### src/rtl/core/n2st_pkg.sv
// n2st_pkg: token codes, widths and ctrl/datapath interface types for the
// spoken-number token sequencer. No dependencies.
`default_nettype none
package n2st_pkg;
	localparam int VAL_W      = 32;
	localparam int TOK_W      = 6;
	localparam int BIN_W      = 30;
	localparam int DIGITS     = 9;
	localparam int BCD_W      = 4 * DIGITS;
	localparam int CONV_STEPS = BIN_W / 2;
	localparam int CNT_W      = $clog2(CONV_STEPS);
	localparam int MASK_W     = 18;

	localparam logic [TOK_W-1:0] TOK_ZERO       = 6'd0;
	localparam logic [TOK_W-1:0] TOK_TENS_BASE  = 6'd18;
	localparam logic [TOK_W-1:0] TOK_HUNDRED    = 6'd28;
	localparam logic [TOK_W-1:0] TOK_THOUSAND   = 6'd29;
	localparam logic [TOK_W-1:0] TOK_MILLION    = 6'd30;
	localparam logic [TOK_W-1:0] TOK_MINUS      = 6'd31;
	localparam logic [TOK_W-1:0] TOK_NEUTER_ONE = 6'd32;

	localparam logic [VAL_W-1:0] BILLION = 32'd1000000000;
	localparam logic [VAL_W-1:0] INT_MIN = 32'h8000_0000;

	typedef struct packed {
		logic load;
		logic shift;
		logic build;
		logic emit;
	} n2st_cmd_t;

	typedef struct packed {
		logic out_free;
		logic mask_last;
	} n2st_sts_t;
endpackage
`default_nettype wire

### src/rtl/core/number_to_spoken_tokens_top.sv
// number_to_spoken_tokens_top: Swedish spoken-number token sequencer.
// Depends on n2st_pkg, n2st_ctrl, n2st_dp.
//
//  channel | handshake                | payload
//  in      | in_valid / in_ready      | value[31:0] signed
//  out     | out_valid / out_ready    | token[5:0], too_big, last
//  cfg     | cfg_we (no wait)         | cfg_wdata = neuter_mode
//
// Per number: accept, BCD conversion (2 bits per cycle), mask build, then
// one output beat per token, for N tokens (N = 1..15).
// Output register is refilled in the cycle its beat is taken; stalls on out
// only hold the emit state. Reset is asynchronous; neuter_mode resets to 0.
`default_nettype none
module number_to_spoken_tokens_top import n2st_pkg::*; (
	input  wire logic             clk,
	input  wire logic             arst_n,
	input  wire logic             cfg_we,
	input  wire logic             cfg_wdata,
	input  wire logic             in_valid,
	output logic                  in_ready,
	input  wire logic [VAL_W-1:0] value,
	output logic                  out_valid,
	input  wire logic             out_ready,
	output logic [TOK_W-1:0]      token,
	output logic                  too_big,
	output logic                  last
);
	n2st_cmd_t cmd;
	n2st_sts_t sts;

	n2st_ctrl u_ctrl (
		.clk      (clk),
		.arst_n   (arst_n),
		.in_valid (in_valid),
		.in_ready (in_ready),
		.sts      (sts),
		.cmd      (cmd)
	);

	n2st_dp u_dp (
		.clk       (clk),
		.arst_n    (arst_n),
		.cmd       (cmd),
		.sts       (sts),
		.cfg_we    (cfg_we),
		.cfg_wdata (cfg_wdata),
		.value     (value),
		.out_valid (out_valid),
		.out_ready (out_ready),
		.token     (token),
		.too_big   (too_big),
		.last      (last)
	);

	a_busy_after_accept: assert property (@(posedge clk) disable iff (!arst_n)
		in_valid && in_ready |=> !in_ready)
		else $error("accepted a beat but stayed ready");

	a_err_is_last: assert property (@(posedge clk) disable iff (!arst_n)
		out_valid && too_big |-> last && token == TOK_ZERO)
		else $error("error beat not final or nonzero token");

	a_token_range: assert property (@(posedge clk) disable iff (!arst_n)
		out_valid |-> token <= TOK_NEUTER_ONE)
		else $error("token code out of range");

	a_no_emit_while_idle: assert property (@(posedge clk) disable iff (!arst_n)
		in_ready && !(out_valid && !out_ready) |=> !(out_valid && !$past(out_valid)))
		else $error("beat produced while idle");
endmodule
`default_nettype wire

### src/rtl/core/n2st_ctrl.sv
// n2st_ctrl: sequencing FSM (accept, binary-to-BCD steps, mask build, emit).
// Depends on n2st_pkg.
`default_nettype none
module n2st_ctrl import n2st_pkg::*; (
	input  wire logic      clk,
	input  wire logic      arst_n,
	input  wire logic      in_valid,
	output logic           in_ready,
	input  wire n2st_sts_t sts,
	output n2st_cmd_t      cmd
);
	typedef enum logic [1:0] {
		ST_IDLE,
		ST_CONV,
		ST_MASK,
		ST_EMIT
	} state_t;

	state_t           state_q;
	logic [CNT_W-1:0] cnt_q;

	assign in_ready  = (state_q == ST_IDLE);
	assign cmd.load  = in_valid && in_ready;
	assign cmd.shift = (state_q == ST_CONV);
	assign cmd.build = (state_q == ST_MASK);
	assign cmd.emit  = (state_q == ST_EMIT) && sts.out_free;

	always_ff @(posedge clk or negedge arst_n) begin
		if (!arst_n) begin
			state_q <= ST_IDLE;
			cnt_q   <= '0;
		end else begin
			case (state_q)
				ST_IDLE: begin
					cnt_q <= '0;
					if (cmd.load) begin
						state_q <= ST_CONV;
					end
				end
				ST_CONV: begin
					cnt_q <= cnt_q + 1'b1;
					if (cnt_q == CNT_W'(CONV_STEPS - 1)) begin
						state_q <= ST_MASK;
					end
				end
				ST_MASK: begin
					state_q <= ST_EMIT;
				end
				ST_EMIT: begin
					if (cmd.emit && sts.mask_last) begin
						state_q <= ST_IDLE;
					end
				end
				default: begin
					state_q <= ST_IDLE;
				end
			endcase
		end
	end
endmodule
`default_nettype wire

### src/rtl/core/n2st_dp.sv
// n2st_dp: magnitude/flags, 2-bit-per-cycle binary-to-BCD converter, token
// mask, token select and output register. Depends on n2st_pkg.
`default_nettype none
module n2st_dp import n2st_pkg::*; (
	input  wire logic              clk,
	input  wire logic              arst_n,
	input  wire n2st_cmd_t         cmd,
	output n2st_sts_t              sts,
	input  wire logic              cfg_we,
	input  wire logic              cfg_wdata,
	input  wire logic [VAL_W-1:0]  value,
	output logic                   out_valid,
	input  wire logic              out_ready,
	output logic [TOK_W-1:0]       token,
	output logic                   too_big,
	output logic                   last
);
	typedef logic [4:0][TOK_W-1:0] grp_tok_t;

	logic              neuter_q;
	logic              neg_q, err_q, imin_q, zero_q;
	logic [BIN_W-1:0]  bin_q;
	logic [BCD_W-1:0]  bcd_q;
	logic [MASK_W-1:0] mask_q;
	logic              out_valid_q;
	logic [TOK_W-1:0]  token_q;
	logic              too_big_q, last_q;

	logic [VAL_W-1:0]  mag;
	logic [MASK_W-1:0] mask_new, low_bit, mask_rest;
	logic [MASK_W-1:0][TOK_W-1:0] tok_arr;
	logic [TOK_W-1:0]  tok_sel;
	grp_tok_t          g0_tok, g1_tok, g2_tok;

	function automatic logic [BCD_W-1:0] dd_step(input logic [BCD_W-1:0] b,
	                                             input logic bit_in);
		logic [BCD_W-1:0] a;
		a = b;
		for (int i = 0; i < DIGITS; i++) begin
			if (a[4*i +: 4] >= 4'd5) begin
				a[4*i +: 4] = a[4*i +: 4] + 4'd3;
			end
		end
		return {a[BCD_W-2:0], bit_in};
	endfunction

	function automatic logic [TOK_W-1:0] small_tok(input logic [4:0] v, input logic neu);
		return (v == 5'd1 && neu) ? TOK_NEUTER_ONE : {1'b0, v};
	endfunction

	// order: hundreds digit, hundred, tens or teen, unit, group name
	function automatic grp_tok_t grp_tok(input logic [3:0] h, input logic [3:0] t,
	                                     input logic [3:0] u, input logic [TOK_W-1:0] nm,
	                                     input logic neu);
		grp_tok_t r;
		logic [4:0] teen;
		teen    = t[0] ? (5'd10 + {1'b0, u}) : {1'b0, u};
		r[0]    = {2'b00, h};
		r[1]    = TOK_HUNDRED;
		r[2]    = (t >= 4'd2) ? (TOK_TENS_BASE + {2'b00, t}) : small_tok(teen, neu);
		r[3]    = small_tok({1'b0, u}, neu);
		r[4]    = nm;
		return r;
	endfunction

	function automatic logic [4:0] grp_mask(input logic [3:0] h, input logic [3:0] t,
	                                        input logic [3:0] u, input logic named);
		logic [4:0] m;
		m[0] = (h != 4'd0);
		m[1] = (h != 4'd0);
		m[2] = (t != 4'd0) || (u != 4'd0);
		m[3] = (t >= 4'd2) && (u != 4'd0);
		m[4] = named && ((h != 4'd0) || (t != 4'd0) || (u != 4'd0));
		return m;
	endfunction

	assign mag = value[VAL_W-1] ? (~value + 1'b1) : value;

	always_comb begin
		logic en;
		en = !err_q && !imin_q && !zero_q;
		mask_new[0] = neg_q;
		mask_new[1] = err_q;
		mask_new[2] = zero_q;
		mask_new[7:3]   = en ? grp_mask(bcd_q[35:32], bcd_q[31:28], bcd_q[27:24], 1'b1) : '0;
		mask_new[12:8]  = en ? grp_mask(bcd_q[23:20], bcd_q[19:16], bcd_q[15:12], 1'b1) : '0;
		mask_new[17:13] = en ? grp_mask(bcd_q[11:8],  bcd_q[7:4],   bcd_q[3:0],   1'b0) : '0;
	end

	assign g0_tok = grp_tok(bcd_q[35:32], bcd_q[31:28], bcd_q[27:24], TOK_MILLION, neuter_q);
	assign g1_tok = grp_tok(bcd_q[23:20], bcd_q[19:16], bcd_q[15:12], TOK_THOUSAND, neuter_q);
	assign g2_tok = grp_tok(bcd_q[11:8],  bcd_q[7:4],   bcd_q[3:0],   TOK_ZERO, neuter_q);

	always_comb begin
		tok_arr[0] = TOK_MINUS;
		tok_arr[1] = TOK_ZERO;
		tok_arr[2] = TOK_ZERO;
		for (int i = 0; i < 5; i++) begin
			tok_arr[3 + i]  = g0_tok[i];
			tok_arr[8 + i]  = g1_tok[i];
			tok_arr[13 + i] = g2_tok[i];
		end
	end

	assign low_bit   = mask_q & (~mask_q + 1'b1);
	assign mask_rest = mask_q & ~low_bit;

	always_comb begin
		tok_sel = '0;
		for (int i = 0; i < MASK_W; i++) begin
			if (low_bit[i]) begin
				tok_sel = tok_sel | tok_arr[i];
			end
		end
	end

	assign sts.out_free  = !out_valid_q || out_ready;
	assign sts.mask_last = (mask_rest == '0);

	always_ff @(posedge clk or negedge arst_n) begin
		if (!arst_n) begin
			neuter_q    <= 1'b0;
			out_valid_q <= 1'b0;
			mask_q      <= '0;
		end else begin
			if (cfg_we) begin
				neuter_q <= cfg_wdata;
			end
			if (cmd.build) begin
				mask_q <= mask_new;
			end else if (cmd.emit) begin
				mask_q <= mask_rest;
			end
			if (cmd.emit) begin
				out_valid_q <= 1'b1;
			end else if (out_ready) begin
				out_valid_q <= 1'b0;
			end
		end
	end

	always_ff @(posedge clk) begin
		if (cmd.load) begin
			neg_q  <= value[VAL_W-1];
			imin_q <= (value == INT_MIN);
			zero_q <= (value == '0);
			err_q  <= (value != INT_MIN) && (mag >= BILLION);
			bin_q  <= mag[BIN_W-1:0];
			bcd_q  <= '0;
		end else if (cmd.shift) begin
			bin_q <= {bin_q[BIN_W-3:0], 2'b00};
			bcd_q <= dd_step(dd_step(bcd_q, bin_q[BIN_W-1]), bin_q[BIN_W-2]);
		end
		if (cmd.emit) begin
			token_q   <= tok_sel;
			too_big_q <= low_bit[1];
			last_q    <= (mask_rest == '0);
		end
	end

	assign out_valid = out_valid_q;
	assign token     = token_q;
	assign too_big   = too_big_q;
	assign last      = last_q;
endmodule
`default_nettype wire
### config.mk
export PLATFORM = sky130hd
export DESIGN_NAME = number_to_spoken_tokens_top
export DESIGN_NICKNAME = d
export VERILOG_FILES = /design/src/rtl/core/n2st_pkg.sv /design/src/rtl/core/number_to_spoken_tokens_top.sv /design/src/rtl/core/n2st_ctrl.sv /design/src/rtl/core/n2st_dp.sv
export SDC_FILE = /design/constraint.sdc
export NUM_CORES = 1
export LEC_CHECK = 0
export BUFFER_PORTS_ARGS = -buffer_cell sky130_fd_sc_hd__buf_4
export CAP_MARGIN = 25
export CORE_MARGIN = 2
export CORE_UTILIZATION = 40
export CTS_CLUSTER_DIAMETER = 150
export DETAILED_ROUTE_END_ITERATION = 12
export PLACE_DENSITY = 0.58
export SLEW_MARGIN = 30
export SYNTH_ARGS = -nofsm -noshare
export SYNTH_HDL_FRONTEND = slang
export SYNTH_SLANG_ARGS = --single-unit
### constraint.sdc
create_clock -name clk -period 5.09 [get_ports clk]
set_input_delay 1.018 -clock clk [delete_from_list [all_inputs] [get_ports clk]]
set_output_delay 1.018 -clock clk [all_outputs]
set_load 0.005 [all_outputs]
# After elaboration in Yosys (flattened, before gate mapping)
# Cells that the tools add are included.
[op_classes]
addsub = 27
n_mul = 0
div_mod_pow = 0
order_cmp = 22
n_eq_ne = 15
shifts = 0
mux = 78
n_bitwise = 14
reduce_logical = 44
[op_table]
columns = ["cell", "count"]
rows = [
  ["2-to-1 mux 4 bit", 33],
  ["2-to-1 mux 6 bit", 17],
  ["greater-or-equal comparator 4 x 3 -> 1 bit (second input constant)", 18],
  ["adder 4 x 2 -> 4 bit (second input constant)", 16],
  ["2-to-1 mux 30 bit", 2],
  ["2-to-1 mux 5 bit", 12],
  ["AND 18 bit", 2],
  ["2-to-1 mux 18 bit", 2],
  ["inverter 18 bit", 2],
  ["nonzero test 4 bit", 9],
  ["adder 32 x 1 -> 32 bit (second input constant)", 1],
  ["equality test 32 bit (second input constant)", 1],
  ["greater-or-equal comparator 32 x 30 -> 1 bit (second input constant)", 1],
  ["logical NOT 32 bit", 1],
  ["2-to-1 mux 32 bit", 1],
  ["!= test 32 bit (second input constant)", 1],
  ["inverter 32 bit", 1],
  ["OR 6 bit", 5],
  ["adder 18 x 1 -> 18 bit (second input constant)", 1],
  ["adder 5 x 4 -> 6 bit (first input constant)", 3],
  ["logical NOT 18 bit", 1],
  ["adder 4 x 4 -> 5 bit (first input constant)", 3],
  ["equality test 5 x 1 -> 1 bit (second input constant)", 3],
  ["logical AND 1 bit", 15],
  ["22 further kinds", 49],
]
[word_totals]
reg_bits = 104
latch_bits = 0
mem_bits_rw = 0
romBits = 0
in_bits = 38
output_inout_bits = 10
wordCells = 214
mem_count = 0

# Depth between registers and ports, before layout
[depth]
word_depth = 27
ltp_mapped = 14
depth_no_buf = 13

# Modules after synthesis
# A second synthesis with hierarchy kept.
[hier_totals]
hier_cells = 979
hier_area_um2 = 8187.9
[by_module_without_submodules]
columns = ["module", "instances", "cells_each", "area_each_um2", "seq_area_each_um2"]
rows = [
  ["n2st_dp", 1, 939, 7796.2, 2482.4],
  ["n2st_ctrl", 1, 40, 391.6, 150.1],
]

# Worst setup path before layout
# No wires, ideal clock.
[synth_timing]
kind = "in2reg"
startpoint = "in value[6]"
endpoint = "reg u_dp.err_q (data pin)"
arrival_time_ns = 3.437
slack_ns = 1.384
cell_stages = 9
cell_sequence = "or4_1 -> clkbuf_1 -> nor3_1 -> nand3_1 -> o31ai_1 -> xor2_1 -> nor4_1 -> a2111oi_0 -> nor3_1"
[synth_between]
elab_chain_len = 5
word_cells_on_any_way = 6
[synth_rtl]
columns = ["item", "line", "rtl"]
rows = [
  ["from (decl)", "number_to_spoken_tokens_top.sv:21", "input wire logic [VAL_W-1:0] value,"],
  ["inverter 32 bit", "n2st_dp.sv:77", "assign mag = value[VAL_W-1] ? (~value + 1'b1) : value;"],
  ["adder 32 x 1 -> 32 bit", "n2st_dp.sv:77", ""],
  ["2-to-1 mux 32 bit", "n2st_dp.sv:77", ""],
  ["greater-or-equal comparator 32 x 30 -> 1 bit", "n2st_dp.sv:147", "err_q <= (value != INT_MIN) && (mag >= BILLION);"],
  ["logical AND 1 bit *", "n2st_dp.sv:147", ""],
  ["to (signal assigned)", "n2st_dp.sv:147", ""],
  ["to (decl)", "n2st_dp.sv:21", "logic neg_q, err_q, imin_q, zero_q;"],
]
# Every way passes the cells marked *; elsewhere a longest branch is shown, timed or not.
# A chain may end at the register's enable or synchronous reset.

# Worst setup path after layout
[layout_timing]
startpoint = "reg u_dp.mask_q[0]"
endpoint = "reg u_ctrl.state_q[1]"
[layout_between]
elab_chain_len = 9
[layout_rtl]
columns = ["item", "line", "rtl"]
rows = [
  ["from (decl)", "n2st_dp.sv:24", "logic [MASK_W-1:0] mask_q;"],
  ["from (signal assigned)", "n2st_dp.sv:130", "mask_q <= mask_new;"],
  ["from (signal assigned)", "n2st_dp.sv:132", "mask_q <= mask_rest;"],
  ["inverter 18 bit", "n2st_dp.sv:105", "assign low_bit = mask_q & (~mask_q + 1'b1);"],
  ["adder 18 x 1 -> 18 bit", "n2st_dp.sv:105", ""],
  ["AND 18 bit", "n2st_dp.sv:105", ""],
  ["inverter 18 bit", "n2st_dp.sv:106", "assign mask_rest = mask_q & ~low_bit;"],
  ["AND 18 bit *", "n2st_dp.sv:106", ""],
  ["logical NOT 18 bit *", "n2st_dp.sv:118", "assign sts.mask_last = (mask_rest == '0);"],
  ["logical AND 1 bit *", "n2st_ctrl.sv:50", "if (cmd.emit && sts.mask_last) begin"],
  ["!= test 2 bit (no line) *", "n/a", ""],
  ["AND reduction 3 bit (no line) *", "n/a", ""],
  ["to (signal assigned)", "n2st_ctrl.sv:47", "state_q <= ST_EMIT;"],
  ["to (signal assigned)", "n2st_ctrl.sv:51", "state_q <= ST_IDLE;"],
  ["to (signal assigned)", "n2st_ctrl.sv:55", "state_q <= ST_IDLE;"],
  ["to (decl)", "n2st_ctrl.sv:19", "state_t state_q;"],
]
# Marked as above.

==> run metrics <==
status=completed; Leak Pwr=~3.7 nW; FF-to-FF path depth=8; Vias/cell=~5.6; Hold Path Sink=u_dp.mask_q[0]$_DFFE_PN0P_; synthesized area=between 8000 and 9000 sq um; Peak VDD IR=315 uV; largest net degree at the start of global routing=67; Post-synth EDFFs=42; post-layout min period=3.57 ns; hold depth=2; skew final=0.00662 ns; r2r endpoint=u_ctrl.state_q[1]$_DFFE_PN0P_; RSZ-0062 raised after global routing=no; Finish-stage setup viols=0; die outline area=21600 sq um; initial antenna violation count=0; Synthesized Nets=1102; Hold Crit Start=u_dp.neg_q$_DFFE_PP_; fmax=about 280 MHz; share of layout cells above drive strength 1=8.52%; Die H=147 um; DRT iter0 DRCs=560; endpoints failing hold=0; WP data required=5.34 ns; ys flop type=edfxtp_1; Site Rows=52; ys async rst share=25.0%; H-tree depth=3; GRT met3 Usage=3.01%; postcts setup bufs=0; PD cells=680 nW/um^2; clk slew on worst S/H paths=0.08 ns; post-layout total power=6.10 mW; commonest non-fill, non-tap cell in the layout=nor2_1; routed vias=7132; GRT met1 Usage=about a quarter; remaining antenna violation count=0; vias in the first global route=6534; crit share post-route=70.0%; Max Slew Vio Count=0; diode count=0; CTS tree=built; fin nets=about 1100; HP Class=register to register; Wirelength per Cell=around 16 um; Clock Path Buffers=2; area grow syn2layout=9.83%; met2 Usage GRT=31.8%; CP Capture Type=register; Routed WL=between 20 and 25 mm; Post-DP HPWL=14.4 mm; register area share after synthesis=between 30% and 40%; # clock sinks=104; setup_tns=0 ns; cells after synthesis=~1000; port bufs=47; CP startpoint kind=register; GR peak layer=met2; dpl ws=between 1 and 1.5 ns; first drt pass iteration count=5; Core Box Area=slightly above 20000 sq um; kind of critical path=register to register; Synth cell types=72; global-route wire length before repair=around 34 mm; Setup crit start=u_dp.mask_q[0]$_DFFE_PN0P_; Rel. slew slack=40.5%; Critical R2R Launch=u_dp.mask_q[0]$_DFFE_PN0P_; DR DRC count=0; maxcap violations=0; post-route setup slack=1.52 ns; Syn Area/Cell=about 8.2 sq um; Syn. warnings=0; CP max FO=13; gr usage total=approximately a fifth; # IOs=48; post_cts resized=0; Post-CTS Hold Buffers=0; number of buffers created by CTS=9; routability congestion estimate=0.833; most frequent cells in the layout=nor2_1 (115), nand2_1 (94), a21oi_1 (80); Chip Width=147 um; initial core utilization=40.5%; Worst Tran Pin Value=slightly below 0.9 ns; Congestion Overflow GR=0; #FFs+latches synth=104; latest clock arrival within the worst-skew pair=0.36 ns; FF-to-FF setup slack=1.52 ns; Critical Path AT=3.81 ns; root buf cell=clkbuf_16
==> registers in the layout (all words and copies together), names as in the netlist <==
register and flops:
u_dp.bcd_q 36, u_dp.bin_q 30, u_dp.mask_q 18, u_dp.token 6, u_ctrl.cnt_q 4, u_ctrl.state_q 2
u_dp.err_q 1, u_dp.imin_q 1, u_dp.last 1, u_dp.neg_q 1, u_dp.neuter_q 1, u_dp.out_valid 1
u_dp.too_big 1, u_dp.zero_q 1
==> power breakdown <==
part / switching [mW] / internal, mW
sequential: 0.465 / 1.36
clock: 0.358 / 0.371
combinational: 2.06 / 1.49
==> kinds of logic (layout without fill, tap and decap cells) <==
logic type,after synthesis,after routing,share of synthesized area (%)
AOI/OAI and AO/OA,261,261,21.3
xor gates and xnor gates,54,54,5.79
adders and majority gates,66,66,10.0
buffers and inverters,120,128,5.62
DFF,104,104,32.2
muxes,30,30,3.75
and+or+nand+nor,366,366,21.4
==> per-layer routing <==
metal	share of wire [%]	wire (um)	up-vias
met5	0	0	-
met3	3.3	668	13
li1	-	-	3635
met4	0.97	195	0
met2	47	9550	111
met1	48	9780	3373
==> area by class of cell <==
| cell class | instances | area, sq um |
|---|---|---|
| Clock inverter | 5 | 46.3 |
| Sequential cell | 104 | 2630 |
| Clock buffer | 11 | 254 |
| Tap cell | 270 | 338 |
| Timing Repair Buffer | 53 | 398 |
| Fill cell | 2055 | 11200 |
| Multi-Input combinational cell | 777 | 5090 |
| Inverter | 59 | 221 |
==> worst max-delay path by stage <==
| stage | endpoint | cells past startpoint |
|---|---|---|
| 5_1_grt | u_dp.err_q$_DFFE_PP_ | 12 |
| 4_1_cts | u_ctrl.state_q[1]$_DFFE_PN0P_ | 8 |
| 3_3_place_gp | u_dp.err_q$_DFFE_PP_ | 9 |
| 3_5_place_dp | u_dp.err_q$_DFFE_PP_ | 11 |
| 2_1_floorplan | u_dp.err_q$_DFFE_PP_ | 9 |
| 6_report | u_ctrl.state_q[1]$_DFFE_PN0P_ | 8 |
==> synth_stat cells, types with 4 or more instances <==
library cell	instances	share of area, %
nor2_1	115	5.3
nand2_1	94	4.3
a21oi_1	80	4.9
ha_1	63	9.6
inv_1	57	2.6
clkbuf_1	56	2.6
o21ai_0	43	2.6
edfxtp_1	42	15
dfxtp_1	36	8.8
nor3_1	35	2.1
xnor2_1	28	3.0
a211oi_1	26	2.4
dfrtp_1	26	8.0
xor2_1	26	2.8
mux2i_1	25	3.1
nand3_1	25	1.5
nand2b_1	18	1.4
nor4_1	14	1.1
o31ai_1	11	1.0
o41ai_1	11	1.2
o211ai_1	10	0.92
or3_1	10	0.77
a2bb2oi_1	9	0.96
and3_1	9	0.69
nor2b_1	9	0.69
or4_1	9	0.83
a21boi_0	7	0.64
a21o_1	7	0.64
nor3b_1	7	0.64
a31o_2	6	0.64
nand4_1	6	0.46
a2111oi_0	5	0.54
a31oi_1	5	0.38
a41oi_1	5	0.54
a311oi_1	4	0.43
and2_1	4	0.31
and4_1	4	0.43
mux2_2	4	0.55
==> critical path: stages, from the launching register on <==
cell,delay (ns)
dfrtp_1,0.49
or4_4,0.55
or4_4,0.52
or4b_4,0.57
maj3_2,0.32
clkinv_1,0.06
nand3_1,0.09
a222oi_1,0.47
mux2_1,0.37
==> metrics by stage <==
| stage | cell area [sq um] | utilization (%) | cells | hold WS, ns |
|---|---|---|---|---|
| 6_report | 8980 | 44.5 | 1279 | 0.462 |
| 5_1_grt | 8980 | 44.5 | 1279 | 0.493 |
| 4_1_cts | 8980 | 44.5 | 1279 | 0.465 |
| 3_5_place_dp | 8680 | 43.0 | 1263 | 0.447 |
| 3_3_place_gp | 8680 | 43.0 | 1263 | 0.434 |
| 2_1_floorplan | 8180 | - | 1001 | 0.430 |
Power figures use the tool's default switching activity.
